$ cat config.mk
export PLATFORM = sky130hd
export DESIGN_NAME = lfu_cache
export DESIGN_NICKNAME = d
export VERILOG_FILES = /design/src/rtl/lfu_pkg.sv /design/src/rtl/lfu_ctrl.sv /design/src/rtl/lfu_dpath.sv /design/src/rtl/lfu_cache.sv
export SDC_FILE = /design/constraint.sdc
export NUM_CORES = 2
export LEC_CHECK = 0
export ABC_AREA = 1
export BUFFER_PORTS_ARGS = -buffer_cell sky130_fd_sc_hd__clkbuf_2
export CAP_MARGIN = 10
export CELL_PAD_IN_SITES_DETAIL_PLACEMENT = 0
export CELL_PAD_IN_SITES_GLOBAL_PLACEMENT = 1
export CORE_UTILIZATION = 42
export DETAILED_ROUTE_END_ITERATION = 16
export GPL_TIMING_DRIVEN = 1
export PLACE_DENSITY = 0.67
export SYNTH_ARGS = -nofsm -noshare
export SYNTH_HDL_FRONTEND = slang
export SYNTH_SLANG_ARGS = --single-unit
$ cat constraint.sdc
create_clock -name clock -period 11.83 [get_ports clock]
set_input_delay 0.5915 -clock clock [delete_from_list [all_inputs] [get_ports clock]]
set_output_delay 0.5915 -clock clock [all_outputs]
set_load 0.005 [all_outputs]
$ cat src/rtl/lfu_pkg.sv
// Shared types and constants for the LFU cache controller and datapath.
`default_nettype none

package lfu_pkg;

   // Request kinds carried on the request tuser bit.
   localparam logic REQ_GET = 1'b0;
   localparam logic REQ_PUT = 1'b1;

   localparam logic [31:0] MISS_VALUE = 32'hFFFF_FFFF;
   localparam logic [31:0] COUNT_MAX  = 32'hFFFF_FFFF;
   localparam logic [31:0] COUNT_ONE  = 32'd1;

   localparam logic [4:0] CAPACITY_RESET = 5'd16;

   // Configuration register byte addresses.
   localparam logic [1:0] CSR_ADDR_CAPACITY = 2'd0;

   // One stored entry: key, value, use count and the stamp of its last count change.
   typedef struct packed {
      logic [31:0] key;
      logic [31:0] value;
      logic [31:0] count;
      logic [63:0] stamp;
   } entry_type;

   typedef enum logic [1:0] {
      ST_IDLE,
      ST_SCAN,
      ST_DRAIN,
      ST_COMMIT
   } ctrl_state_type;

   typedef struct packed {
      logic start;
      logic rd_en;
      logic commit;
   } ctrl_cmd_type;

endpackage

`default_nettype wire

$ cat src/rtl/lfu_ctrl.sv
// Controller state machine that sequences the entry scan and the commit of one item.
`default_nettype none

module lfu_ctrl #(
   parameter int ENTRIES = 16,
   parameter int AW      = 4
) (
   input  wire logic               clock,
   input  wire logic               reset,
   input  wire logic               req_valid,
   output logic                    req_ready,
   input  wire logic               out_free,
   output lfu_pkg::ctrl_cmd_type   cmd,
   output logic [AW-1:0]           rd_addr
);
   import lfu_pkg::*;

   ctrl_state_type state_ff, state_in;
   logic [AW-1:0]  idx_ff, idx_in;

   always_ff @(posedge clock) begin
      if (reset) begin
         state_ff <= ST_IDLE;
         idx_ff   <= '0;
      end else begin
         state_ff <= state_in;
         idx_ff   <= idx_in;
      end
   end

   always_comb begin
      state_in   = state_ff;
      idx_in     = idx_ff;
      req_ready  = 1'b0;
      cmd.start  = 1'b0;
      cmd.rd_en  = 1'b0;
      cmd.commit = 1'b0;
      rd_addr    = idx_ff;
      case (state_ff)
         ST_IDLE: begin
            req_ready = 1'b1;
            if (req_valid) begin
               cmd.start = 1'b1;
               idx_in    = '0;
               state_in  = ST_SCAN;
            end
         end
         ST_SCAN: begin
            cmd.rd_en = 1'b1;
            if (idx_ff == AW'(ENTRIES - 1)) begin
               state_in = ST_DRAIN;
            end else begin
               idx_in = idx_ff + 1'b1;
            end
         end
         ST_DRAIN: begin
            // The last entry read is evaluated in this cycle.
            state_in = ST_COMMIT;
         end
         ST_COMMIT: begin
            if (out_free) begin
               cmd.commit = 1'b1;
               state_in   = ST_IDLE;
            end
         end
         default: begin
            state_in = ST_IDLE;
         end
      endcase
   end

endmodule

`default_nettype wire

$ cat src/rtl/lfu_dpath.sv
// Datapath: entry memory, valid bits, scan trackers, update logic and result register.
`default_nettype none

module lfu_dpath #(
   parameter int ENTRIES = 16,
   parameter int AW      = 4,
   parameter int OW      = 5
) (
   input  wire logic              clock,
   input  wire logic              reset,
   input  lfu_pkg::ctrl_cmd_type  cmd,
   input  wire logic [AW-1:0]     rd_addr,
   input  wire logic [4:0]        capacity,
   input  wire logic              req_kind,
   input  wire logic [31:0]       req_key,
   input  wire logic [31:0]       req_value,
   output logic                   out_free,
   output logic                   rsp_valid,
   input  wire logic              rsp_ready,
   output logic                   rsp_hit,
   output logic [31:0]            rsp_read_value,
   output logic                   rsp_evicted,
   output logic [31:0]            rsp_evicted_key
);
   import lfu_pkg::*;

   localparam int CW = (OW > 5) ? OW : 5;

   entry_type mem [ENTRIES];
   entry_type rdata_ff;
   logic      eval_ff;
   logic [AW-1:0] eidx_ff;

   logic        kind_ff;
   logic [31:0] key_ff, value_ff;

   logic [ENTRIES-1:0] valid_ff, valid_in;
   logic [OW-1:0]      occ_ff, occ_in;
   logic [63:0]        stamp_ff, stamp_in;

   logic          match_ff, match_in;
   logic [AW-1:0] match_idx_ff, match_idx_in;
   entry_type     match_ent_ff, match_ent_in;
   logic          best_ff, best_in;
   logic [AW-1:0] best_idx_ff, best_idx_in;
   logic [95:0]   best_rank_ff, best_rank_in;
   logic [31:0]   best_key_ff, best_key_in;
   logic          free_ff, free_in;
   logic [AW-1:0] free_idx_ff, free_idx_in;

   logic        rsp_valid_ff, rsp_valid_in;
   logic        hit_ff, hit_in;
   logic [31:0] rd_ff, rd_in;
   logic        ev_ff, ev_in;
   logic [31:0] evk_ff, evk_in;

   logic          mem_we;
   logic [AW-1:0] mem_waddr;
   entry_type     mem_wdata;

   logic          ent_valid;
   logic [CW-1:0] cap_ext, eff_cap;
   logic          full, evict, ins_ok;
   logic [AW-1:0] ins_idx;

   // Entry memory: one write port for the commit, one registered read port for the scan.
   always_ff @(posedge clock) begin
      if (mem_we) begin
         mem[mem_waddr] <= mem_wdata;
      end
      if (cmd.rd_en) begin
         rdata_ff <= mem[rd_addr];
      end
      eidx_ff <= rd_addr;
      if (cmd.start) begin
         kind_ff  <= req_kind;
         key_ff   <= req_key;
         value_ff <= req_value;
      end
      match_idx_ff <= match_idx_in;
      match_ent_ff <= match_ent_in;
      best_idx_ff  <= best_idx_in;
      best_rank_ff <= best_rank_in;
      best_key_ff  <= best_key_in;
      free_idx_ff  <= free_idx_in;
      hit_ff       <= hit_in;
      rd_ff        <= rd_in;
      ev_ff        <= ev_in;
      evk_ff       <= evk_in;
   end

   always_ff @(posedge clock) begin
      if (reset) begin
         eval_ff      <= 1'b0;
         valid_ff     <= '0;
         occ_ff       <= '0;
         stamp_ff     <= '0;
         match_ff     <= 1'b0;
         best_ff      <= 1'b0;
         free_ff      <= 1'b0;
         rsp_valid_ff <= 1'b0;
      end else begin
         eval_ff      <= cmd.rd_en;
         valid_ff     <= valid_in;
         occ_ff       <= occ_in;
         stamp_ff     <= stamp_in;
         match_ff     <= match_in;
         best_ff      <= best_in;
         free_ff      <= free_in;
         rsp_valid_ff <= rsp_valid_in;
      end
   end

   // Scan trackers: first key match, lowest-ranked valid entry, first free slot.
   always_comb begin
      ent_valid    = valid_ff[eidx_ff];
      match_in     = match_ff;
      match_idx_in = match_idx_ff;
      match_ent_in = match_ent_ff;
      best_in      = best_ff;
      best_idx_in  = best_idx_ff;
      best_rank_in = best_rank_ff;
      best_key_in  = best_key_ff;
      free_in      = free_ff;
      free_idx_in  = free_idx_ff;
      if (cmd.start) begin
         match_in = 1'b0;
         best_in  = 1'b0;
         free_in  = 1'b0;
      end else if (eval_ff) begin
         if (ent_valid && !match_ff && (rdata_ff.key == key_ff)) begin
            match_in     = 1'b1;
            match_idx_in = eidx_ff;
            match_ent_in = rdata_ff;
         end
         // Count first, then the stamp of reaching that count, oldest wins.
         if (ent_valid && (!best_ff || ({rdata_ff.count, rdata_ff.stamp} < best_rank_ff))) begin
            best_in      = 1'b1;
            best_idx_in  = eidx_ff;
            best_rank_in = {rdata_ff.count, rdata_ff.stamp};
            best_key_in  = rdata_ff.key;
         end
         if (!ent_valid && !free_ff) begin
            free_in     = 1'b1;
            free_idx_in = eidx_ff;
         end
      end
   end

   // Effective capacity: zero acts as one, anything above the entry count saturates.
   always_comb begin
      cap_ext = CW'(capacity);
      eff_cap = cap_ext;
      if (cap_ext == '0) begin
         eff_cap = CW'(1);
      end else if (cap_ext > CW'(ENTRIES)) begin
         eff_cap = CW'(ENTRIES);
      end
      full  = CW'(occ_ff) >= eff_cap;
      evict = full && best_ff;
      ins_ok = evict || free_ff;
      if (evict && (!free_ff || (best_idx_ff < free_idx_ff))) begin
         ins_idx = best_idx_ff;
      end else begin
         ins_idx = free_idx_ff;
      end
   end

   assign out_free = !rsp_valid_ff || rsp_ready;

   // Commit of one item: update the memory and state, load the result register.
   always_comb begin
      mem_we    = 1'b0;
      mem_waddr = match_idx_ff;
      mem_wdata = match_ent_ff;
      valid_in  = valid_ff;
      occ_in    = occ_ff;
      stamp_in  = stamp_ff;
      hit_in    = hit_ff;
      rd_in     = rd_ff;
      ev_in     = ev_ff;
      evk_in    = evk_ff;
      rsp_valid_in = rsp_valid_ff && !rsp_ready;
      if (cmd.commit) begin
         rsp_valid_in = 1'b1;
         hit_in = 1'b0;
         rd_in  = '0;
         ev_in  = 1'b0;
         evk_in = '0;
         if (match_ff) begin
            hit_in = 1'b1;
            mem_we = 1'b1;
            if (kind_ff == REQ_PUT) begin
               mem_wdata.value = value_ff;
            end else begin
               rd_in = match_ent_ff.value;
            end
            // A saturated count keeps both its count and its stamp.
            if (match_ent_ff.count != COUNT_MAX) begin
               mem_wdata.count = match_ent_ff.count + 1'b1;
               mem_wdata.stamp = stamp_ff;
               stamp_in        = stamp_ff + 1'b1;
            end
         end else if (kind_ff == REQ_GET) begin
            rd_in = MISS_VALUE;
         end else begin
            if (evict) begin
               ev_in  = 1'b1;
               evk_in = best_key_ff;
               valid_in[best_idx_ff] = 1'b0;
            end
            if (ins_ok) begin
               mem_we          = 1'b1;
               mem_waddr       = ins_idx;
               mem_wdata.key   = key_ff;
               mem_wdata.value = value_ff;
               mem_wdata.count = COUNT_ONE;
               mem_wdata.stamp = stamp_ff;
               stamp_in        = stamp_ff + 1'b1;
               valid_in[ins_idx] = 1'b1;
            end
            occ_in = occ_ff - OW'(evict) + OW'(ins_ok);
         end
      end
   end

   assign rsp_valid       = rsp_valid_ff;
   assign rsp_hit         = hit_ff;
   assign rsp_read_value  = rd_ff;
   assign rsp_evicted     = ev_ff;
   assign rsp_evicted_key = evk_ff;

endmodule

`default_nettype wire

$ cat src/rtl/lfu_cache.sv
// Top level of the LFU cache: stream ports, capacity register, controller and datapath.
`default_nettype none

// Key-value cache of ENTRIES slots with least-frequently-used replacement; among entries
// of equal use count, the one that reached its count earliest is evicted. Each request
// item (get or put) yields exactly one result item. One item is handled at a time; the
// next item is accepted only after the result of the last one is loaded. The entry memory
// has a single read port, so the key search and the victim search walk all ENTRIES slots
// one per cycle. Then a drain state evaluates the last slot, a commit state loads the
// result register, and the idle state accepts the next item. A finished result waits in
// the output register while the next item is accepted; the commit of that next item waits
// for as long as the earlier result is held off on the result side. The capacity
// register (byte address 0, reset 16) limits the number of live entries; zero acts as one
// and values above ENTRIES act as ENTRIES. No clearing pass is needed after reset.

module lfu_cache #(
   parameter int ENTRIES = 16
) (
   input  wire logic        clock,
   input  wire logic        reset,
   // Request stream.
   input  wire logic        req_tvalid,
   output logic             req_tready,
   input  wire logic [63:0] req_tdata,   // [31:0] key, [63:32] value
   input  wire logic        req_tuser,   // [0] req_type: 0 get, 1 put
   // Result stream.
   output logic             rsp_tvalid,
   input  wire logic        rsp_tready,
   output logic [63:0]      rsp_tdata,   // [31:0] read_value, [63:32] evicted_key
   output logic [1:0]       rsp_tuser,   // [0] hit, [1] evicted
   // Configuration port.
   input  wire logic        csr_psel,
   input  wire logic        csr_penable,
   input  wire logic        csr_pwrite,
   input  wire logic [1:0]  csr_paddr,
   input  wire logic [31:0] csr_pwdata,
   output logic [31:0]      csr_prdata,
   output logic             csr_pready
);
   import lfu_pkg::*;

   localparam int AW = (ENTRIES > 1) ? $clog2(ENTRIES) : 1;
   localparam int OW = $clog2(ENTRIES + 1);

   logic [4:0]     capacity_ff, capacity_in;
   ctrl_cmd_type   cmd;
   logic [AW-1:0]  rd_addr;
   logic           out_free;
   logic           rsp_hit, rsp_evicted;
   logic [31:0]    rsp_read_value, rsp_evicted_key;

   assign csr_pready = 1'b1;

   always_comb begin
      capacity_in = capacity_ff;
      if (csr_psel && csr_penable && csr_pwrite && (csr_paddr == CSR_ADDR_CAPACITY)) begin
         capacity_in = csr_pwdata[4:0];
      end
      csr_prdata = '0;
      if (csr_paddr == CSR_ADDR_CAPACITY) begin
         csr_prdata = {27'd0, capacity_ff};
      end
   end

   always_ff @(posedge clock) begin
      if (reset) begin
         capacity_ff <= CAPACITY_RESET;
      end else begin
         capacity_ff <= capacity_in;
      end
   end

   lfu_ctrl #(
      .ENTRIES (ENTRIES),
      .AW      (AW)
   ) u_ctrl (
      .clock     (clock),
      .reset     (reset),
      .req_valid (req_tvalid),
      .req_ready (req_tready),
      .out_free  (out_free),
      .cmd       (cmd),
      .rd_addr   (rd_addr)
   );

   lfu_dpath #(
      .ENTRIES (ENTRIES),
      .AW      (AW),
      .OW      (OW)
   ) u_dpath (
      .clock           (clock),
      .reset           (reset),
      .cmd             (cmd),
      .rd_addr         (rd_addr),
      .capacity        (capacity_ff),
      .req_kind        (req_tuser),
      .req_key         (req_tdata[31:0]),
      .req_value       (req_tdata[63:32]),
      .out_free        (out_free),
      .rsp_valid       (rsp_tvalid),
      .rsp_ready       (rsp_tready),
      .rsp_hit         (rsp_hit),
      .rsp_read_value  (rsp_read_value),
      .rsp_evicted     (rsp_evicted),
      .rsp_evicted_key (rsp_evicted_key)
   );

   assign rsp_tdata = {rsp_evicted_key, rsp_read_value};
   assign rsp_tuser = {rsp_evicted, rsp_hit};

endmodule

`default_nettype wire

# == Word level (Yosys, flattened, before mapping) ==
# Memories as Yosys holds them, arrays and structs flattened. A register that Yosys moved wholly into a read port is not among the register bits.
# Index checks and enable logic that the tools add are counted.
# word_totals
register_bits,536
ramBits,2560
elab_cells,157
output_inout_bits,101
n_memories,1
# op_classes
n_eq_ne,11
order_cmp,9
add_sub_neg,5
mux,55
n_bitwise,7
n_reduce_logical,41
# memory_table
memory,words,word_bits,read_ports,rd_ports_with_merged_regs,write_ports,line_no,rtl
u_dpath.mem,16,160,1,1,1,lfu_dpath.sv:29,entry_type mem [ENTRIES];
# op_table
op,n
2-to-1 mux 160 bit,3
2-to-1 mux 64 bit,4
2-to-1 mux 32 bit,5
2-to-1 mux 128 bit,1
< comparator 96 bit,1
2-to-1 mux 96 bit,1
2-to-1 mux 16 bit,5
"adder 64 x 1 -> 64 bit, second input constant",1
"adder 32 x 1 -> 32 bit, second input constant",1
== test 32 bit,1
"!= test 32 bit, second input constant",1
2-to-1 mux 4 bit,7
2-to-1 mux 1 bit,18
AND reduction 3 bit,6
AND 16 bit,1
NOT 16 bit,1
bitwise OR 16 bit,1
"< comparator 4 x 5 -> 1 bit, second input constant",3
2-to-1 mux 5 bit,3
logical AND 1 bit,12
demux 1 bit (select 4 bit),2
">= comparator 4 x 1 -> 1 bit, second input constant",2
"!= test 2 bit, second input constant",4
one-hot mux 2 bit (4 select lines),1
other kinds (23),43

# == Longest topological paths before layout ==
# depth
word_depth,13
mapped_depth,23
mapped_depth_nobuf,22

# == Modules after synthesis ==
# A second synthesis with hierarchy kept.
# unflattened
hier_cells,9999
area_unflattened_um2,129699.4
# by_module_without_submodules
mod,n_inst,cells_per_inst,area_each_um2
lfu_dpath,1,9853,128721.0
lfu_cache,1,80,525.5
lfu_ctrl,1,66,452.9

# == Worst setup path after synthesis ==
# Ideal clock, no wire load.
# synth_timing
path_type,register to register
startpoint,register u_ctrl.state_ff[0]
endpoint,register u_dpath.match_ent_ff[0] in the netlist's numbering (enable)
setup_slack_ns,2.436
setup_ns,0.689
path_stages_with_launch,6
t_arrival_ns,8.705
synth_period_minus_slack_ns,9.394
path_cell_list,dfxtp_1 > inv_1 > ha_1 > nand2_1 > inv_1 > nor2_1
# synth_rtl
item,line_no,rtl
from (decl),lfu_ctrl.sv:18,"ctrl_state_type state_ff, state_in;"
from (signal assigned),lfu_ctrl.sv:26,state_ff <= state_in;
to (signal assigned),lfu_dpath.sv:81,match_ent_ff <= match_ent_in;
to (decl),lfu_dpath.sv:43,"entry_type match_ent_ff, match_ent_in;"

# == Final worst setup path ==
# layout_timing
startpoint,register capacity_ff[3]
endpoint,memory u_dpath.mem[1][0] in the netlist's numbering (enable)
# layout_via
elab_chain_len,12
elab_cells_between_ends,19
cone_classes,order compare (2); mux (13); reduce/logical (4)
# layout_rtl
item,line_no,rtl
from (decl),lfu_cache.sv:45,"logic [4:0] capacity_ff, capacity_in;"
from (signal assigned),lfu_cache.sv:69,capacity_ff <= capacity_in;
greater-than comparator 5 bit,lfu_dpath.sv:156,end else if (cap_ext > CW'(ENTRIES)) begin
2-to-1 mux 5 bit,lfu_dpath.sv:156,
2-to-1 mux 5 bit (*),lfu_dpath.sv:154,if (cap_ext == '0) begin
>= comparator 5 bit (*),lfu_dpath.sv:159,full = CW'(occ_ff) >= eff_cap;
logical AND 1 bit (*),lfu_dpath.sv:160,evict = full && best_ff;
logical OR 1 bit,lfu_dpath.sv:161,ins_ok = evict || free_ff;
2-to-1 mux 1 bit,lfu_dpath.sv:212,if (ins_ok) begin
2-to-1 mux 1 bit,lfu_dpath.sv:204,end else if (kind_ff == REQ_GET) begin
2-to-1 mux 1 bit,lfu_dpath.sv:190,if (match_ff) begin
2-to-1 mux 1 bit,lfu_dpath.sv:184,if (cmd.commit) begin
2-to-1 mux 1 bit,lfu_dpath.sv:68,if (mem_we) begin
2-to-1 mux 1 bit (not written as such),lfu_dpath.sv:69,mem[mem_waddr] <= mem_wdata;
to (decl),lfu_dpath.sv:29,
# Mark *: on every way between the ends. The rest lies on a longest branch, timed or not.

==> run_results.csv <==
group,metric,value,unit
worst_hold_path,hold_class,"input pin to register",
worst_setup_path,cp-end-kind,"register",
synthesis,synthMuxAreaShare,0.00154,
place,finalWeightedCongestion,0.874,
global_routing,grt_pass1_vias,80900,
global_routing,grt_overflow_total,0,
layout,final_cell_count_no_fill,14600,
place,port-buffer-count,151,
timing,relSlewSlack,0.161,
worst_setup_path,crit_chain,"inv_1 -> nand4_1 -> a21oi_1 -> ha_1 -> inv_1 -> nand2_1 -> nand2_1 -> nand3_1 -> nand2_1 -> nand2_2 -> nand2_2 -> buf_4 -> inv_2 -> buf_4 -> nand2_1 -> o21ai_0 -> inv_1 -> nand2_1 -> nor2_4 -> buf_4 -> buf_4",
worst_setup_path,crit_fanout,36,
layout,drive_above_1_share,0.0842,
timing,worst_pin_slew,1.26,ns
cts,cts_buffers,339,
die,dieArea,312000,sq um
worst_setup_path,r2r-start,"capacity_ff[3]",
global_routing,antenna_found_initial,4,
flow_run,cap_viol_max_count,0,
drt,ant_nets,0,
die,die_h,558,microns
cts,cts_sinks,3256,
synthesis,postSynthAreaPerCell,12.9,sq um
worst_setup_path,critical_path_class,"register to register",
global_routing,grtUsageTotal,0.229,
place,place.detailed.hpwl,183000,microns
synthesis,synthCells,10100,
cts,cts_tree,"built",
synthesis,synth_top_family_by_area,"compound AO/OA/AOI/OAI gates",
worst_setup_path,cpPeakStageDelay,0.83,ns
drt,wirelength,365000,microns
power,leakagePower,0.0487,uW
synthesis,yosys.area_share.adder,0.0112,
cts,post_cts_resized,0,
worst_setup_path,critPathMostFrequentCell,"nand2_1",
drt,drt_iter0_drc,8634,
synthesis,synth_compound_area_frac,0.119,
power,total_power,28200,uW
die,core_area,307000,sq um
die,start_util,0.423,
worst_setup_path,cpMaxStageDelayCell,"nor2_4",
layout,layout.nets,10400,
global_routing,grt_first_pass_wirelength,533000,microns
worst_setup_path,required,12.32,ns
run_status,status,"finished clean",
die,die_x,558,microns
layout,final_common_cell,"edfxtp_1",
cts,clkLatencyLatePin,0.90,ns
worst_hold_path,holdPathStages,4,
drt,via_per_inst,5.73,
timing,hold_violations,0,
worst_setup_path,ff2ff_setup_slack,5.24,ns
timing,slew_violations,0,
worst_setup_path,rr_endpoint,"u_dpath.mem[1][0]",
worst_setup_path,path_buf_inv,8,
timing,finalSetupTns,0,ns
die,rows,203,
synthesis,synth_area,130000,sq um
drt,avgRoutedWirePerCell,25.1,microns
timing,timing.hold.ws,0.0561,ns
timing,skew,0.0607,ns
timing,period_needed,6.59,ns
synthesis,post_synth_num_cell_types,53,
die,ios,207,
synthesis,synth-xor-area-share,0.00458,
worst_setup_path,rr_worst_depth,21,
cts,clk_pin_slew,0.06,ns
synthesis,yosys.area_share.simple,0.0862,
worst_setup_path,critPathTopFamily,"buffers and inverters",
worst_hold_path,min_from,"rsp_tready",
worst_hold_path,hold_end,"u_dpath.rsp_valid",
power,ir_drop,123,uV
layout,area_delta_synth_final,13.1,%
timing,setup_violations,0,
synthesis,seq_area_frac_synth,0.744,
worst_setup_path,critPathLaunch,"capacity_ff[3]",
worst_setup_path,cp.arrival,7.08,ns
synthesis,ys.warnings.count,0,
cts,clock_path_buffers,4,
timing,fmax,152,MHz
worst_setup_path,critPathLaunchType,"register",
global_routing,grt_start_max_net_pins,215,
cts,htree_levels,5,
drt,via_count,83500,
drt,drc,0,
cts,clock-root-buffer,"clkbuf_16",
layout,final_util,0.479,
place,dp.cells,13900,
power,power_per_cell_area,192,nW/um^2
timing,rsz0062_at_grt,"no",
timing,timing.final.crit_share,0.557,
drt,drtPass1Iterations,6,
synthesis,ys_ff_latch,3256,
layout,final_cell_mix,"edfxtp_1 (3151), nor2_1 (1686), o21ai_0 (1600)",
cell families (layout without fill, tap and decap cells):
family	after synthesis	after routing
compound gates	2690	2690
xor+xnor	68	68
fa+ha+maj	116	116
buf+inv	1064	1445
flops	3256	3256
mux	20	20
other cells	2	36
simple gates	2839	2839
stage by stage:
step,setup WS (ns),cell area [sq um]
floorplan,2.44,130000
global placement,5.29,135000
detailed placement,5.33,135000
CTS,5.30,147000
global route,4.91,147000
finish,5.24,147000
Yosys cell counts (all sizes together):
master | n | area share
and2 | 1 | 0.000048
o31ai | 6 | 0.00035
or2 | 9 | 0.00043
nor3 | 69 | 0.0027
inv | 411 | 0.012
nor2b | 2 | 0.000096
a22o | 1 | 0.000067
o211ai | 90 | 0.0052
mux2i | 20 | 0.0015
nand4 | 48 | 0.0023
nor2 | 1704 | 0.049
nand3 | 171 | 0.0067
o2111a | 1 | 0.000087
clkinv | 1 | 0.000029
conb | 2 | 0.000058
dfxtp | 105 | 0.016
o2111ai | 2 | 0.00013
o221ai | 282 | 0.019
a21oi | 214 | 0.0084
o21ai | 1609 | 0.062
o21bai | 5 | 0.00029
a211oi | 5 | 0.00029
a21o | 3 | 0.00017
ha | 115 | 0.011
o211a | 1 | 0.000077
fa | 1 | 0.00015
nor3b | 4 | 0.00023
a21boi | 2 | 0.00012
o21a | 4 | 0.00023
o32ai | 8 | 0.00054
clkbuf | 485 | 0.014
a31oi | 4 | 0.00019
nand2 | 820 | 0.024
nor4 | 5 | 0.00024
xnor2 | 6 | 0.00040
nand3b | 6 | 0.00035
o22ai | 453 | 0.022
xor2 | 62 | 0.0042
edfxtp | 3151 | 0.73
buf | 167 | 0.0071
where the power goes:
part | internal, uW | switching [uW] | total (uW)
Sequential | 13200 | 401 | 13600
Combinational | 1160 | 2800 | 3960
Clock | 6190 | 4410 | 10600
metal layers:
metal / track usage / part of all wire
met3: 0.0230 / 0.058
met4: 0.0629 / 0.025
met1: 0.324 / 0.44
met5: 0 / 0
met2: 0.379 / 0.48
cell type report:
class | count | area, sq um
sequential | 3256 | 96700
fill | 26800 | 160000
timing repair buffer | 428 | 3350
antenna | 8 | 20.0
tap | 4100 | 5130
inverter | 412 | 1590
clock inverter | 170 | 1860
clock buffer | 435 | 9060
multi-input combinational | 5761 | 29200
worst register-to-register path, stage by stage (launching register included):
cell	delay (ns)
dfxtp_1	0.32
inv_1	0.11
nand4_1	0.14
a21oi_1	0.55
ha_1	0.36
inv_1	0.06
nand2_1	0.05
nand2_1	0.07
nand3_1	0.20
nand2_1	0.24
nand2_2	0.21
nand2_2	0.12
buf_4	0.40
inv_2	0.10
buf_4	0.38
nand2_1	0.22
o21ai_0	0.17
inv_1	0.13
nand2_1	0.23
nor2_4	0.83
buf_4	0.62
buf_4	0.64
timing repair:
| item | 4_1_cts | 5_1_grt |
|---|---|---|
| buffers inserted | 0 | 0 |
| hold endpoints to repair | 72 | 0 |
| hold buffers | 71 | 0 |
worst max-delay path by stage:
stage / endpoint / slack [ns] / cells past startpoint
floorplan: u_dpath.match_ent_ff[0] / 2.44 / 5
global route: u_dpath.mem[1][0] / 4.91 / 21
finish: u_dpath.mem[1][0] / 5.24 / 21
global placement: u_dpath.mem[1][21] / 5.29 / 21
detailed placement: u_dpath.mem[1][21] / 5.33 / 18
CTS: u_dpath.mem[1][0] / 5.30 / 21
registers in the layout, summed over array words and instances (netlist names), 2 cells and up:
name                     cells
u_dpath.occ_ff               5
u_dpath.rsp_read_value      32
u_dpath.match_idx_ff         4
u_dpath.stamp_ff            64
u_dpath.eidx_ff              4
u_dpath.match_ent_ff       160
u_dpath.rdata_ff           160
u_dpath.valid_ff            16
u_dpath.best_key_ff         32
u_dpath.best_rank_ff        96
u_dpath.free_idx_ff          4
u_dpath.value_ff            32
u_ctrl.rd_addr               4
u_dpath.best_idx_ff          4
u_ctrl.state_ff              2
u_dpath.rsp_evicted_key     32
u_dpath.key_ff              32
u_dpath.mem               2560
capacity_ff                  5
(Power assumes the default switching activity.)
